<file path="src/hdl/postfix_stack_evaluator_unit_defines.svh">
// Assertion macros shared by the postfix stack evaluator RTL.
`ifndef POSTFIX_STACK_EVALUATOR_UNIT_DEFINES_SVH
`define POSTFIX_STACK_EVALUATOR_UNIT_DEFINES_SVH
`ifndef SYNTHESIS
`define PSEV_ASSERT(name, clk, rst_n, prop) \
	name: assert property (@(posedge clk) disable iff (!rst_n) prop) \
		else $error("assertion failed");
`define PSEV_ASSERT_ALWAYS(name, clk, prop) \
	name: assert property (@(posedge clk) prop) \
		else $error("assertion failed");
`else
`define PSEV_ASSERT(name, clk, rst_n, prop)
`define PSEV_ASSERT_ALWAYS(name, clk, prop)
`endif
`endif

</file>
<file path="src/hdl/psev_pkg.sv">
// Types and constants of the postfix stack evaluator.
package psev_pkg;

	localparam int DATA_W          = 32;
	localparam int NUM_W           = 31;
	localparam int STACK_DEPTH_DEF = 16;

	typedef enum logic [1:0] {
		TOK_NUMBER   = 2'd0,
		TOK_OPERATOR = 2'd1,
		TOK_END      = 2'd2,
		TOK_BAD      = 2'd3
	} tok_kind_t;

	typedef enum logic [2:0] {
		OP_ADD = 3'd0,
		OP_SUB = 3'd1,
		OP_MUL = 3'd2,
		OP_DIV = 3'd3,
		OP_REM = 3'd4
	} op_code_t;

	// per-cell shift command
	typedef enum logic [1:0] {
		CELL_HOLD = 2'd0,
		CELL_PREV = 2'd1,
		CELL_NEXT = 2'd2
	} cell_cmd_t;

	typedef enum logic {
		ST_IDLE = 1'b0,
		ST_DIV  = 1'b1
	} state_t;

	typedef struct packed {
		logic start;
		logic rem_sel;
	} div_req_t;

endpackage

</file>
<file path="src/hdl/psev_cell.sv">
// One stack cell: holds a word, or takes it from the neighbor above or below.
module psev_cell
	import psev_pkg::*;
(
	input  logic              clk,
	input  cell_cmd_t         cmd,
	input  logic [DATA_W-1:0] prev_data,
	input  logic [DATA_W-1:0] next_data,
	output logic [DATA_W-1:0] data
);

	logic [DATA_W-1:0] data_q;

	always_ff @(posedge clk) begin
		unique case (cmd)
			CELL_PREV: data_q <= prev_data;
			CELL_NEXT: data_q <= next_data;
			default:   data_q <= data_q;
		endcase
	end

	assign data = data_q;

endmodule

</file>
<file path="src/hdl/psev_div.sv">
// Iterative signed divider, one quotient bit per cycle, truncating toward zero.
module psev_div
	import psev_pkg::*;
(
	input  logic              clk,
	input  logic              arst_n,
	input  div_req_t          req,
	input  logic [DATA_W-1:0] lhs,
	input  logic [DATA_W-1:0] rhs,
	output logic              done,
	output logic [DATA_W-1:0] result
);

	localparam int CNT_W = $clog2(DATA_W);
	localparam logic [CNT_W-1:0] LAST_C = CNT_W'(DATA_W - 1);

	logic              busy_q, fin_q, done_q;
	logic [CNT_W-1:0]  cnt_q;
	logic [DATA_W-1:0] rem_q, quo_q, dvs_q, res_q;
	logic              neg_q, rem_sel_q;

	logic [DATA_W:0]   shifted, diff;
	logic [DATA_W-1:0] mag_l, mag_r, mag_res;

	assign mag_l   = lhs[DATA_W-1] ? (~lhs + 1'b1) : lhs;
	assign mag_r   = rhs[DATA_W-1] ? (~rhs + 1'b1) : rhs;
	assign shifted = {rem_q, quo_q[DATA_W-1]};
	assign diff    = shifted - {1'b0, dvs_q};
	assign mag_res = rem_sel_q ? rem_q : quo_q;

	always_ff @(posedge clk or negedge arst_n) begin
		if (!arst_n) begin
			busy_q <= 1'b0;
			fin_q  <= 1'b0;
			done_q <= 1'b0;
			cnt_q  <= '0;
		end else begin
			done_q <= fin_q;
			// last step this cycle: sign fix follows
			fin_q  <= busy_q && !req.start && (cnt_q == LAST_C);
			if (req.start) begin
				busy_q <= 1'b1;
				cnt_q  <= '0;
			end else if (busy_q) begin
				cnt_q <= cnt_q + 1'b1;
				if (cnt_q == LAST_C)
					busy_q <= 1'b0;
			end
		end
	end

	always_ff @(posedge clk) begin
		if (req.start) begin
			quo_q     <= mag_l;
			rem_q     <= '0;
			dvs_q     <= mag_r;
			rem_sel_q <= req.rem_sel;
			// remainder takes the dividend's sign
			neg_q     <= req.rem_sel ? lhs[DATA_W-1] : (lhs[DATA_W-1] ^ rhs[DATA_W-1]);
		end else if (busy_q) begin
			rem_q <= diff[DATA_W] ? shifted[DATA_W-1:0] : diff[DATA_W-1:0];
			quo_q <= {quo_q[DATA_W-2:0], ~diff[DATA_W]};
		end
		if (fin_q)
			res_q <= neg_q ? (~mag_res + 1'b1) : mag_res;
	end

	assign done   = done_q;
	assign result = res_q;

endmodule

</file>
<file path="src/hdl/postfix_stack_evaluator_unit.sv">
// Top level of the postfix stack evaluator: token control, cell stack, ALU, output word.
// Evaluates a postfix expression one token word at a time. The operand stack is a row
// of STACK_DEPTH cells with the top in cell 0; a push or a pop shifts the whole row by
// one cell at once. Number, add, subtract, multiply, bad-token and end words are done
// when taken, so the next token can follow. Divide and remainder run through a shared
// one-bit-per-cycle divider in the order start, 32 steps, sign fix, write-back; no token
// is taken meanwhile. An end word loads the output register; further non-end tokens are
// taken while that result waits, an end word waits until the output register is free.
`include "postfix_stack_evaluator_unit_defines.svh"
module postfix_stack_evaluator_unit
	import psev_pkg::*;
#(
	parameter int STACK_DEPTH = STACK_DEPTH_DEF
) (
	input  logic        clk,
	input  logic        arst_n,
	input  logic        s_tvalid,
	output logic        s_tready,
	input  logic [39:0] s_tdata,   // [30:0] number_value, [33:31] operator_code, rest zero
	input  logic [1:0]  s_tuser,   // [1:0] func
	output logic        m_tvalid,
	input  logic        m_tready,
	output logic [31:0] m_tdata,   // [31:0] value
	output logic        m_tuser    // [0] invalid
);

	localparam int CNT_W = $clog2(STACK_DEPTH + 1);
	localparam logic [CNT_W-1:0] DEPTH_C = CNT_W'(STACK_DEPTH);
	localparam logic [CNT_W-1:0] TWO_C   = CNT_W'(2);
	localparam logic [CNT_W-1:0] ONE_C   = CNT_W'(1);

	state_t           state_q, state_d;
	logic [CNT_W-1:0] count_q, count_d;
	logic             err_q, err_d;
	logic             out_valid_q;
	logic             out_inv_q;
	logic [31:0]      out_val_q;

	logic             acc, end_take, do_push, do_pop;
	tok_kind_t        func;
	op_code_t         op;
	logic [NUM_W-1:0] num;
	div_req_t         div_req;
	logic             div_done;
	logic [31:0]      div_res, alu_res, load_val;

	logic      [DATA_W-1:0] cell_data [STACK_DEPTH];
	cell_cmd_t              cell_cmd  [STACK_DEPTH];

	assign func = tok_kind_t'(s_tuser);
	assign num  = s_tdata[30:0];
	assign op   = op_code_t'(s_tdata[33:31]);

	assign s_tready = (state_q == ST_IDLE) && (!out_valid_q || m_tready || func != TOK_END);
	assign acc      = s_tvalid && s_tready;

	// rhs sits on top, lhs just below
	always_comb begin
		unique case (op)
			OP_ADD:  alu_res = cell_data[1] + cell_data[0];
			OP_SUB:  alu_res = cell_data[1] - cell_data[0];
			OP_MUL:  alu_res = cell_data[1] * cell_data[0];
			default: alu_res = '0;
		endcase
	end

	assign load_val = do_push ? {1'b0, num} : ((state_q == ST_DIV) ? div_res : alu_res);

	always_comb begin
		state_d         = state_q;
		count_d         = count_q;
		err_d           = err_q;
		end_take        = 1'b0;
		do_push         = 1'b0;
		do_pop          = 1'b0;
		div_req.start   = 1'b0;
		div_req.rem_sel = (op == OP_REM);
		unique case (state_q)
			ST_IDLE: begin
				if (acc) begin
					unique case (func)
						TOK_END: begin
							end_take = 1'b1;
							count_d  = '0;
							err_d    = 1'b0;
						end
						TOK_NUMBER: begin
							if (!err_q) begin
								if (count_q == DEPTH_C)
									err_d = 1'b1;
								else
									do_push = 1'b1;
							end
						end
						TOK_OPERATOR: begin
							if (!err_q) begin
								if (count_q < TWO_C) begin
									err_d = 1'b1;
								end else begin
									unique case (op) inside
										OP_ADD, OP_SUB, OP_MUL: do_pop = 1'b1;
										OP_DIV, OP_REM: begin
											if (cell_data[0] == '0) begin
												err_d = 1'b1;
											end else begin
												div_req.start = 1'b1;
												state_d       = ST_DIV;
											end
										end
										default: err_d = 1'b1;
									endcase
								end
							end
						end
						default: err_d = 1'b1;
					endcase
				end
			end
			ST_DIV: begin
				if (div_done) begin
					do_pop  = 1'b1;
					state_d = ST_IDLE;
				end
			end
			default: state_d = ST_IDLE;
		endcase
		if (do_push)
			count_d = count_q + ONE_C;
		else if (do_pop)
			count_d = count_q - ONE_C;
	end

	always_ff @(posedge clk or negedge arst_n) begin
		if (!arst_n) begin
			state_q     <= ST_IDLE;
			count_q     <= '0;
			err_q       <= 1'b0;
			out_valid_q <= 1'b0;
		end else begin
			state_q <= state_d;
			count_q <= count_d;
			err_q   <= err_d;
			if (end_take)
				out_valid_q <= 1'b1;
			else if (m_tready)
				out_valid_q <= 1'b0;
		end
	end

	always_ff @(posedge clk) begin
		if (end_take) begin
			out_inv_q <= err_q || (count_q != ONE_C);
			out_val_q <= (err_q || (count_q != ONE_C)) ? '0 : cell_data[0];
		end
	end

	assign m_tvalid = out_valid_q;
	assign m_tdata  = out_val_q;
	assign m_tuser  = out_inv_q;

	// push: everything moves down; pop-and-load: top takes result, rest moves up
	genvar gi;
	generate
		for (gi = 0; gi < STACK_DEPTH; gi++) begin : g_cell
			logic [DATA_W-1:0] prev_in, next_in;
			if (gi == 0) begin : g_top
				assign prev_in = load_val;
			end else begin : g_mid
				assign prev_in = cell_data[gi-1];
			end
			if (gi == STACK_DEPTH - 1) begin : g_bot
				assign next_in = '0;
			end else begin : g_nxt
				assign next_in = cell_data[gi+1];
			end
			always_comb begin
				if (do_push)
					cell_cmd[gi] = CELL_PREV;
				else if (do_pop)
					cell_cmd[gi] = (gi == 0) ? CELL_PREV : CELL_NEXT;
				else
					cell_cmd[gi] = CELL_HOLD;
			end
			psev_cell u_cell (
				.clk       (clk),
				.cmd       (cell_cmd[gi]),
				.prev_data (prev_in),
				.next_data (next_in),
				.data      (cell_data[gi])
			);
		end
	endgenerate

	psev_div u_div (
		.clk    (clk),
		.arst_n (arst_n),
		.req    (div_req),
		.lhs    (cell_data[1]),
		.rhs    (cell_data[0]),
		.done   (div_done),
		.result (div_res)
	);

	`PSEV_ASSERT(a_count_bound, clk, arst_n, count_q <= DEPTH_C)
	`PSEV_ASSERT(a_no_take_in_div, clk, arst_n, (state_q == ST_DIV) |-> !s_tready)
	`PSEV_ASSERT(a_done_in_div, clk, arst_n, div_done |-> (state_q == ST_DIV))
	`PSEV_ASSERT(a_end_gives_word, clk, arst_n, end_take |=> m_tvalid)

endmodule

</file>
<file path="config.mk">
export PLATFORM = sky130hd
export DESIGN_NAME = postfix_stack_evaluator_unit
export DESIGN_NICKNAME = d
export VERILOG_FILES = /design/src/hdl/psev_pkg.sv /design/src/hdl/psev_cell.sv /design/src/hdl/psev_div.sv /design/src/hdl/postfix_stack_evaluator_unit.sv
export VERILOG_INCLUDE_DIRS = /design/src /design/src/hdl
export SDC_FILE = /design/constraint.sdc
export NUM_CORES = 2
export LEC_CHECK = 0
export BUFFER_PORTS_ARGS = -buffer_cell sky130_fd_sc_hd__buf_2
export CAP_MARGIN = 20
export CORE_MARGIN = 2
export CORE_UTILIZATION = 36
export DETAILED_ROUTE_END_ITERATION = 8
export MAX_ROUTING_LAYER = met4
export PLACE_DENSITY_LB_ADDON = 0.15
export SYNTH_ARGS = -nofsm -noshare
export SYNTH_HDL_FRONTEND = slang
export SYNTH_SLANG_ARGS = --single-unit
</file>
<file path="constraint.sdc">
create_clock -name clk -period 19.25 [get_ports clk]
set_input_delay 3.85 -clock clk [delete_from_list [all_inputs] [get_ports clk]]
set_output_delay 3.85 -clock clk [all_outputs]
set_load 0.005 [all_outputs]
</file>
Word level (Yosys, flattened, before mapping)
Index checks and enable logic that the tools add are counted.

word-level totals
  flip-flop bits (word level) = 691
  bits of input ports = 46
  output and inout bits = 35
  word-level logic and storage cells = 161

operators by class
  add/sub/neg operators = 9
  multiply operators = 1
  $lt $le $gt $ge = 1
  equal/unequal tests = 15
  multiplexer cells = 74
  bitwise logic cells = 6
  reductions and logical operators = 22

operator list
  cell                                                                     number
  32-bit one-hot mux with 2 select lines                                   16
  32-bit 2-to-1 mux                                                        8
  32-bit by 1-bit adder with 32-bit output, second input constant          3
  32-bit inverter                                                          3
  32-bit one-hot mux with 3 select lines                                   1
  1-bit 2-to-1 mux                                                         35
  5-bit 2-to-1 mux                                                         7
  33-bit by 32-bit subtractor with 33-bit output                           1
  32-bit adder                                                             1
  32-bit logical NOT                                                       1
  32-bit by 32-bit multiplier with 32-bit output                           1
  32-bit subtractor                                                        1
  31-bit 2-to-1 mux                                                        1
  5-bit by 1-bit adder with 5-bit output, second input constant            2
  5-bit equality test, second input constant                               2
  2-bit nonzero test                                                       4
  3-bit by 2-bit equality test with 1-bit output, second input constant    2
  1-bit one-hot mux with 2 select lines                                    3
  3-bit nonzero test                                                       2
  5-bit by 2-bit < comparator with 1-bit output, second input constant     1
  5-bit by 1-bit inequality test with 1-bit output, second input constant  1
  5-bit by 1-bit subtractor with 5-bit output, second input constant       1
  2-bit by 1-bit equality test with 1-bit output, second input constant    2
  2-bit equality test, second input constant                               2
  other kinds (19)                                                         27

Depth between registers and ports, before layout
  word-level depth = 12
  gate-level depth with buffers = 27
  gate-level depth less buffers = 25

Modules after synthesis
From an unflattened synthesis, not the netlist that was laid out.

second synthesis, totals
  cells, all modules = 4537
  area total of the unflattened synthesis = 54498.5 um^2

by module, submodules not included
  module                        instances  cells each  area each (um^2)  seq. area each (um^2)
  psev_cell                     16         71          1525.2            960.9
  postfix_stack_evaluator_unit  1          2381        20641.0           1191.1
  psev_div                      1          1020        9454.1            3783.6

Worst setup path before layout
OpenSTA, ideal clock, no wires.

  path kind = input port to flip-flop
  from = in s_tdata[33]
  to = reg count_q[0]
  setup time = 0.239 ns
  data arrival time = 17.750 ns
  required time = 19.011 ns
  setup slack = 1.261 ns
  stages on the path = 7
  buffers on the path = 1
  cells stage by stage = nor3b_1 > o21ai_1 > and2_1 > clkbuf_1 > nand2_1 > nor2_1 > mux2_2

on the way
  cells in the longest elaborated chain, start to end = 10
  elaborated cells on any way between the ends = 16
  those cells by class = eq/ne (3); mux (8); reduce/logical (5)

ends and longest elaborated chain
  item                                                                                       RTL line                             source
  from (decl)                                                                                postfix_stack_evaluator_unit.sv:19   input logic [39:0] s_tdata,
  3-bit by 1-bit equality test with 1-bit output (tied with other cells)                     --
  3-bit OR reduction *                                                                       postfix_stack_evaluator_unit.sv:100  unique case (op) inside
  1-bit 2-to-1 mux *                                                                         postfix_stack_evaluator_unit.sv:100
  1-bit 2-to-1 mux *                                                                         postfix_stack_evaluator_unit.sv:97   if (count_q < TWO_C) begin
  1-bit 2-to-1 mux *                                                                         postfix_stack_evaluator_unit.sv:96   if (!err_q) begin
  1-bit 2-to-1 mux *                                                                         postfix_stack_evaluator_unit.sv:81   unique case (func)
  1-bit 2-to-1 mux *                                                                         postfix_stack_evaluator_unit.sv:80   if (acc) begin
  1-bit one-hot mux with 2 select lines *                                                    postfix_stack_evaluator_unit.sv:78   unique case (state_q)
  3-bit by 1-bit inequality test with 1-bit output (no source line) (tied with other cells)  --
  3-bit AND reduction (no source line) or 5-bit 2-to-1 mux (tied branches)                   --
  to (signal assigned)                                                                       postfix_stack_evaluator_unit.sv:141  count_q <= count_d;
  to (decl)                                                                                  postfix_stack_evaluator_unit.sv:33   logic [CNT_W-1:0] count_q, count_d;

Every way passes the cells marked *; elsewhere a longest branch is shown, timed or not.
A chain may end at the register's enable or synchronous reset.

Final worst setup path
  from = in s_tuser[0]
  to = out s_tready

on the way
  cells in the longest elaborated chain, start to end = 3

ends and longest elaborated chain
  item                   RTL line                            source
  from (decl)            postfix_stack_evaluator_unit.sv:20  input logic [1:0] s_tuser,
  2-bit inequality test  postfix_stack_evaluator_unit.sv:54  assign s_tready = (state_q == ST_IDLE) && (!out_valid_q || m_tready || func != TOK_END);
  1-bit logical OR       postfix_stack_evaluator_unit.sv:54
  1-bit logical AND      postfix_stack_evaluator_unit.sv:54
  to (decl)              postfix_stack_evaluator_unit.sv:18  output logic s_tready,

No other way between the ends.

==> results by group <==
Outcome
  • Status: complete, no violations

Synthesis
  • Syn Inst Count: 5281
  • Register bit total from synthesis: a little under 700
  • Sequential fraction of the synthesis area: 0.4045
  • Synth top area cells: edfxtp_1 (38%), fa_1 (16%), nand2_1 (13%)
  • Syn nets: between 5000 and 6000
  • Commonest cells post-synth: nand2_1 (1717), edfxtp_1 (643), inv_1 (454)
  • Synth unique cells: slightly below 70
  • Synth Flop Type: edfxtp_1
  • Syn. warnings: 0
  • Ys async rst share: 0.02315
  • Synthesized area: 0.05031 sq mm
  • Top-area cell type share of the netlist area: 0.3838
  • Area leader, netlist: edfxtp_1
  • Average size of a mapped cell: about 9.5 sq um
  • Top-count cell post-synth: nand2_1
  • EDFF count, synth: 643

Timing
  • Slew at the pin closest to its max-slew limit: roughly 1.1 ns
  • RSZ-0062 raised after global routing: no
  • FMAX: approximately 0.12 GHz
  • Final setup fails: 0
  • Hold Vio Cnt, Final: 0
  • Pins Over Slew Limit: 0
  • TNS Setup: 0 ns
  • Setup ws final: ~11 ns
  • Final worst-path cycle share: 0.4460
  • Slew headroom: 0.2440
  • Worst clock skew: ~0.049 ns
  • Tmin final: 8.585 ns

Setup path
  • Reg-to-reg endpoint: g_cell[0].u_cell.data[29]$_DFFE_PP_
  • Crit path to: s_tready
  • WP data arrival: 4.73 ns
  • CP Launch Type: primary input
  • R2R cell count: 24
  • Worst Path Max Fanout: 5
  • Worst Setup SP: s_tuser[0]
  • Critical path capture point type: output pin
  • RR Startpoint: g_cell[1].u_cell.data[14]$_DFFE_PP_
  • Setup Crit Path Kind: in -> out
  • CP Data Required Time: 15.40 ns
  • Flop-to-flop setup slack: approximately 11 ns

GRT
  • First-pass GRT wire length: 214.4 mm
  • Initial antenna violation count: 14
  • Global route overflow: 0
  • Largest net degree at the start of global routing: 192
  • Vias in the first global route: 36000
  • Gr usage total: 0.2008

CTS
  • CTS clk-pin slew, worst paths: roughly 0.06 ns
  • Hold Buf Count CTS: 0
  • Number of setup buffers added after CTS: 0
  • CTS Buf Count: 83
  • Resized cells post-CTS: 0
  • Worst-skew pair later-pin latency: 0.70 ns
  • Root buf cell: clkbuf_16
  • Clk sink count: 691
  • Number of buffers on the longest clock path: 3
  • H-Tree Depth: 3
  • CTS tree: done

Routing
  • Routed WL: 137.3 mm
  • Post-route ant nets: 0
  • Vias post-DR: 35920
  • DRT Pass-1 Iters: 5
  • Routed len/inst: 19.16 um
  • Via/cell ratio: 5.013
  • DR iter-0 viols: around 3200
  • DRC: 0

Finish
  • Post-Layout Inst Area: roughly 0.055 sq mm
  • Layout Area Growth over Synthesis: 9.761%
  • Fin nets: just under 6000
  • Share of cells above drive strength 1: 0.05832
  • Filler cell count: 14020

Placement
  • Placer congestion estimate: 0.8622
  • Placement Setup Slack: 10.19 ns
  • Placed Area: 0.05261 sq mm
  • Final HPWL DP: just over 90 mm
  • Buffers on Ports: 74

Floorplanning
  • Die height: 377.8 um
  • # rows: 137
  • Die W: between 300 and 400 um
  • IO Count: between 80 and 90
  • Starting Density: 0.3615
  • Core Area: roughly 0.14 sq mm
  • Die area: roughly 0.14 sq mm

Min path
  • Min-Delay Path Class: reg -> reg

Run
  • Max Cap Viol: 0
logic make-up after synthesis:
kind of cell | count (synthesis) | synth area share
buffers and inverters | 767 | 0.05750
adders and majority gates | 605 | 0.2116
xor gates and xnor gates | 260 | 0.04541
DFF | 691 | 0.4045
AOI/OAI and AO/OA | 527 | 0.06491
and+or+nand+nor | 2362 | 0.2023
muxes | 69 | 0.01380
how the worst min path moves through the flow:
stage	start	endpoint	slack, ns	cells after the start
floorplan	u_div.done$_DFF_PN0_	state_q$_DFF_PN0_	0.42	1
global placement	u_div.done$_DFF_PN0_	state_q$_DFF_PN0_	0.43	1
detailed placement	u_div.done$_DFF_PN0_	state_q$_DFF_PN0_	0.44	1
CTS	u_div.done$_DFF_PN0_	state_q$_DFF_PN0_	0.46	1
global route	u_div.done$_DFF_PN0_	state_q$_DFF_PN0_	0.50	1
finish	u_div.done$_DFF_PN0_	state_q$_DFF_PN0_	0.46	1
worst max-delay path: stages:
cell and delay (ns):
buf_2 0.15, nand2b_1 0.23, o31a_1 0.30, buf_2 0.20
cell usage in the layout, fill, tap and decap left out, types with 22 or more instances in the layout:
cell	n
and2_1	324
fa_1	410
a21oi_1	139
nor3_1	32
xor2_1	114
a21o_1	41
nand2_1	1715
or3_1	30
o31ai_1	42
and3_1	39
edfxtp_1	643
buf_2	74
mux2i_1	66
xnor2_1	145
clkbuf_1	22
clkbuf_16	84
o21ai_0	159
ha_1	195
inv_1	453
dfxtp_1	32
nor2_1	117
buf_4	87
metrics by stage:
step	util	std cells	hold slack, ns
floorplan	-	5281	0.4247
global placement	0.3780	7008	0.4327
detailed placement	0.3780	7008	0.4394
CTS	0.3964	7156	0.4593
global route	0.3967	7164	0.4968
finish	0.3967	7165	0.4648
layout make-up:
type / count / area, sq um / area share
clock inverters: 42 / 376.6 / 0.006820
diodes: 8 / 20.02 / 0.0003625
flip-flops and latches: 691 / 20350 / 0.3685
repair buffers: 164 / 1091 / 0.01976
clock buffers: 106 / 2185 / 0.03956
multi-input cells: 3823 / 27150 / 0.4916
inverters: 455 / 1708 / 0.03093
well taps: 1876 / 2347 / 0.04250
registers in the layout (all words and copies together) (netlist names), 5 cells and up:
register / cells
u_div.cnt_q: 5
u_div.dvs_q: 32
m_tdata: 32
u_div.result: 32
count_q: 5
g_cell.u_cell.data: 512
u_div.rem_q: 32
u_div.quo_q: 32
layer usage:
metal | track usage | vias up | routed length [um]
met2 | 0.3117 | 795 | 63080
met3 | 0.03164 | 177 | 8076
met1 | 0.2729 | 18020 | 62720
met5 | - | - | 0
li1 | - | 16930 | -
met4 | 0.05495 | 0 | 3391
Power is left out: the tool's default activity adds up to more than one toggle a clock period on the data nets, which glitch-free logic cannot reach.
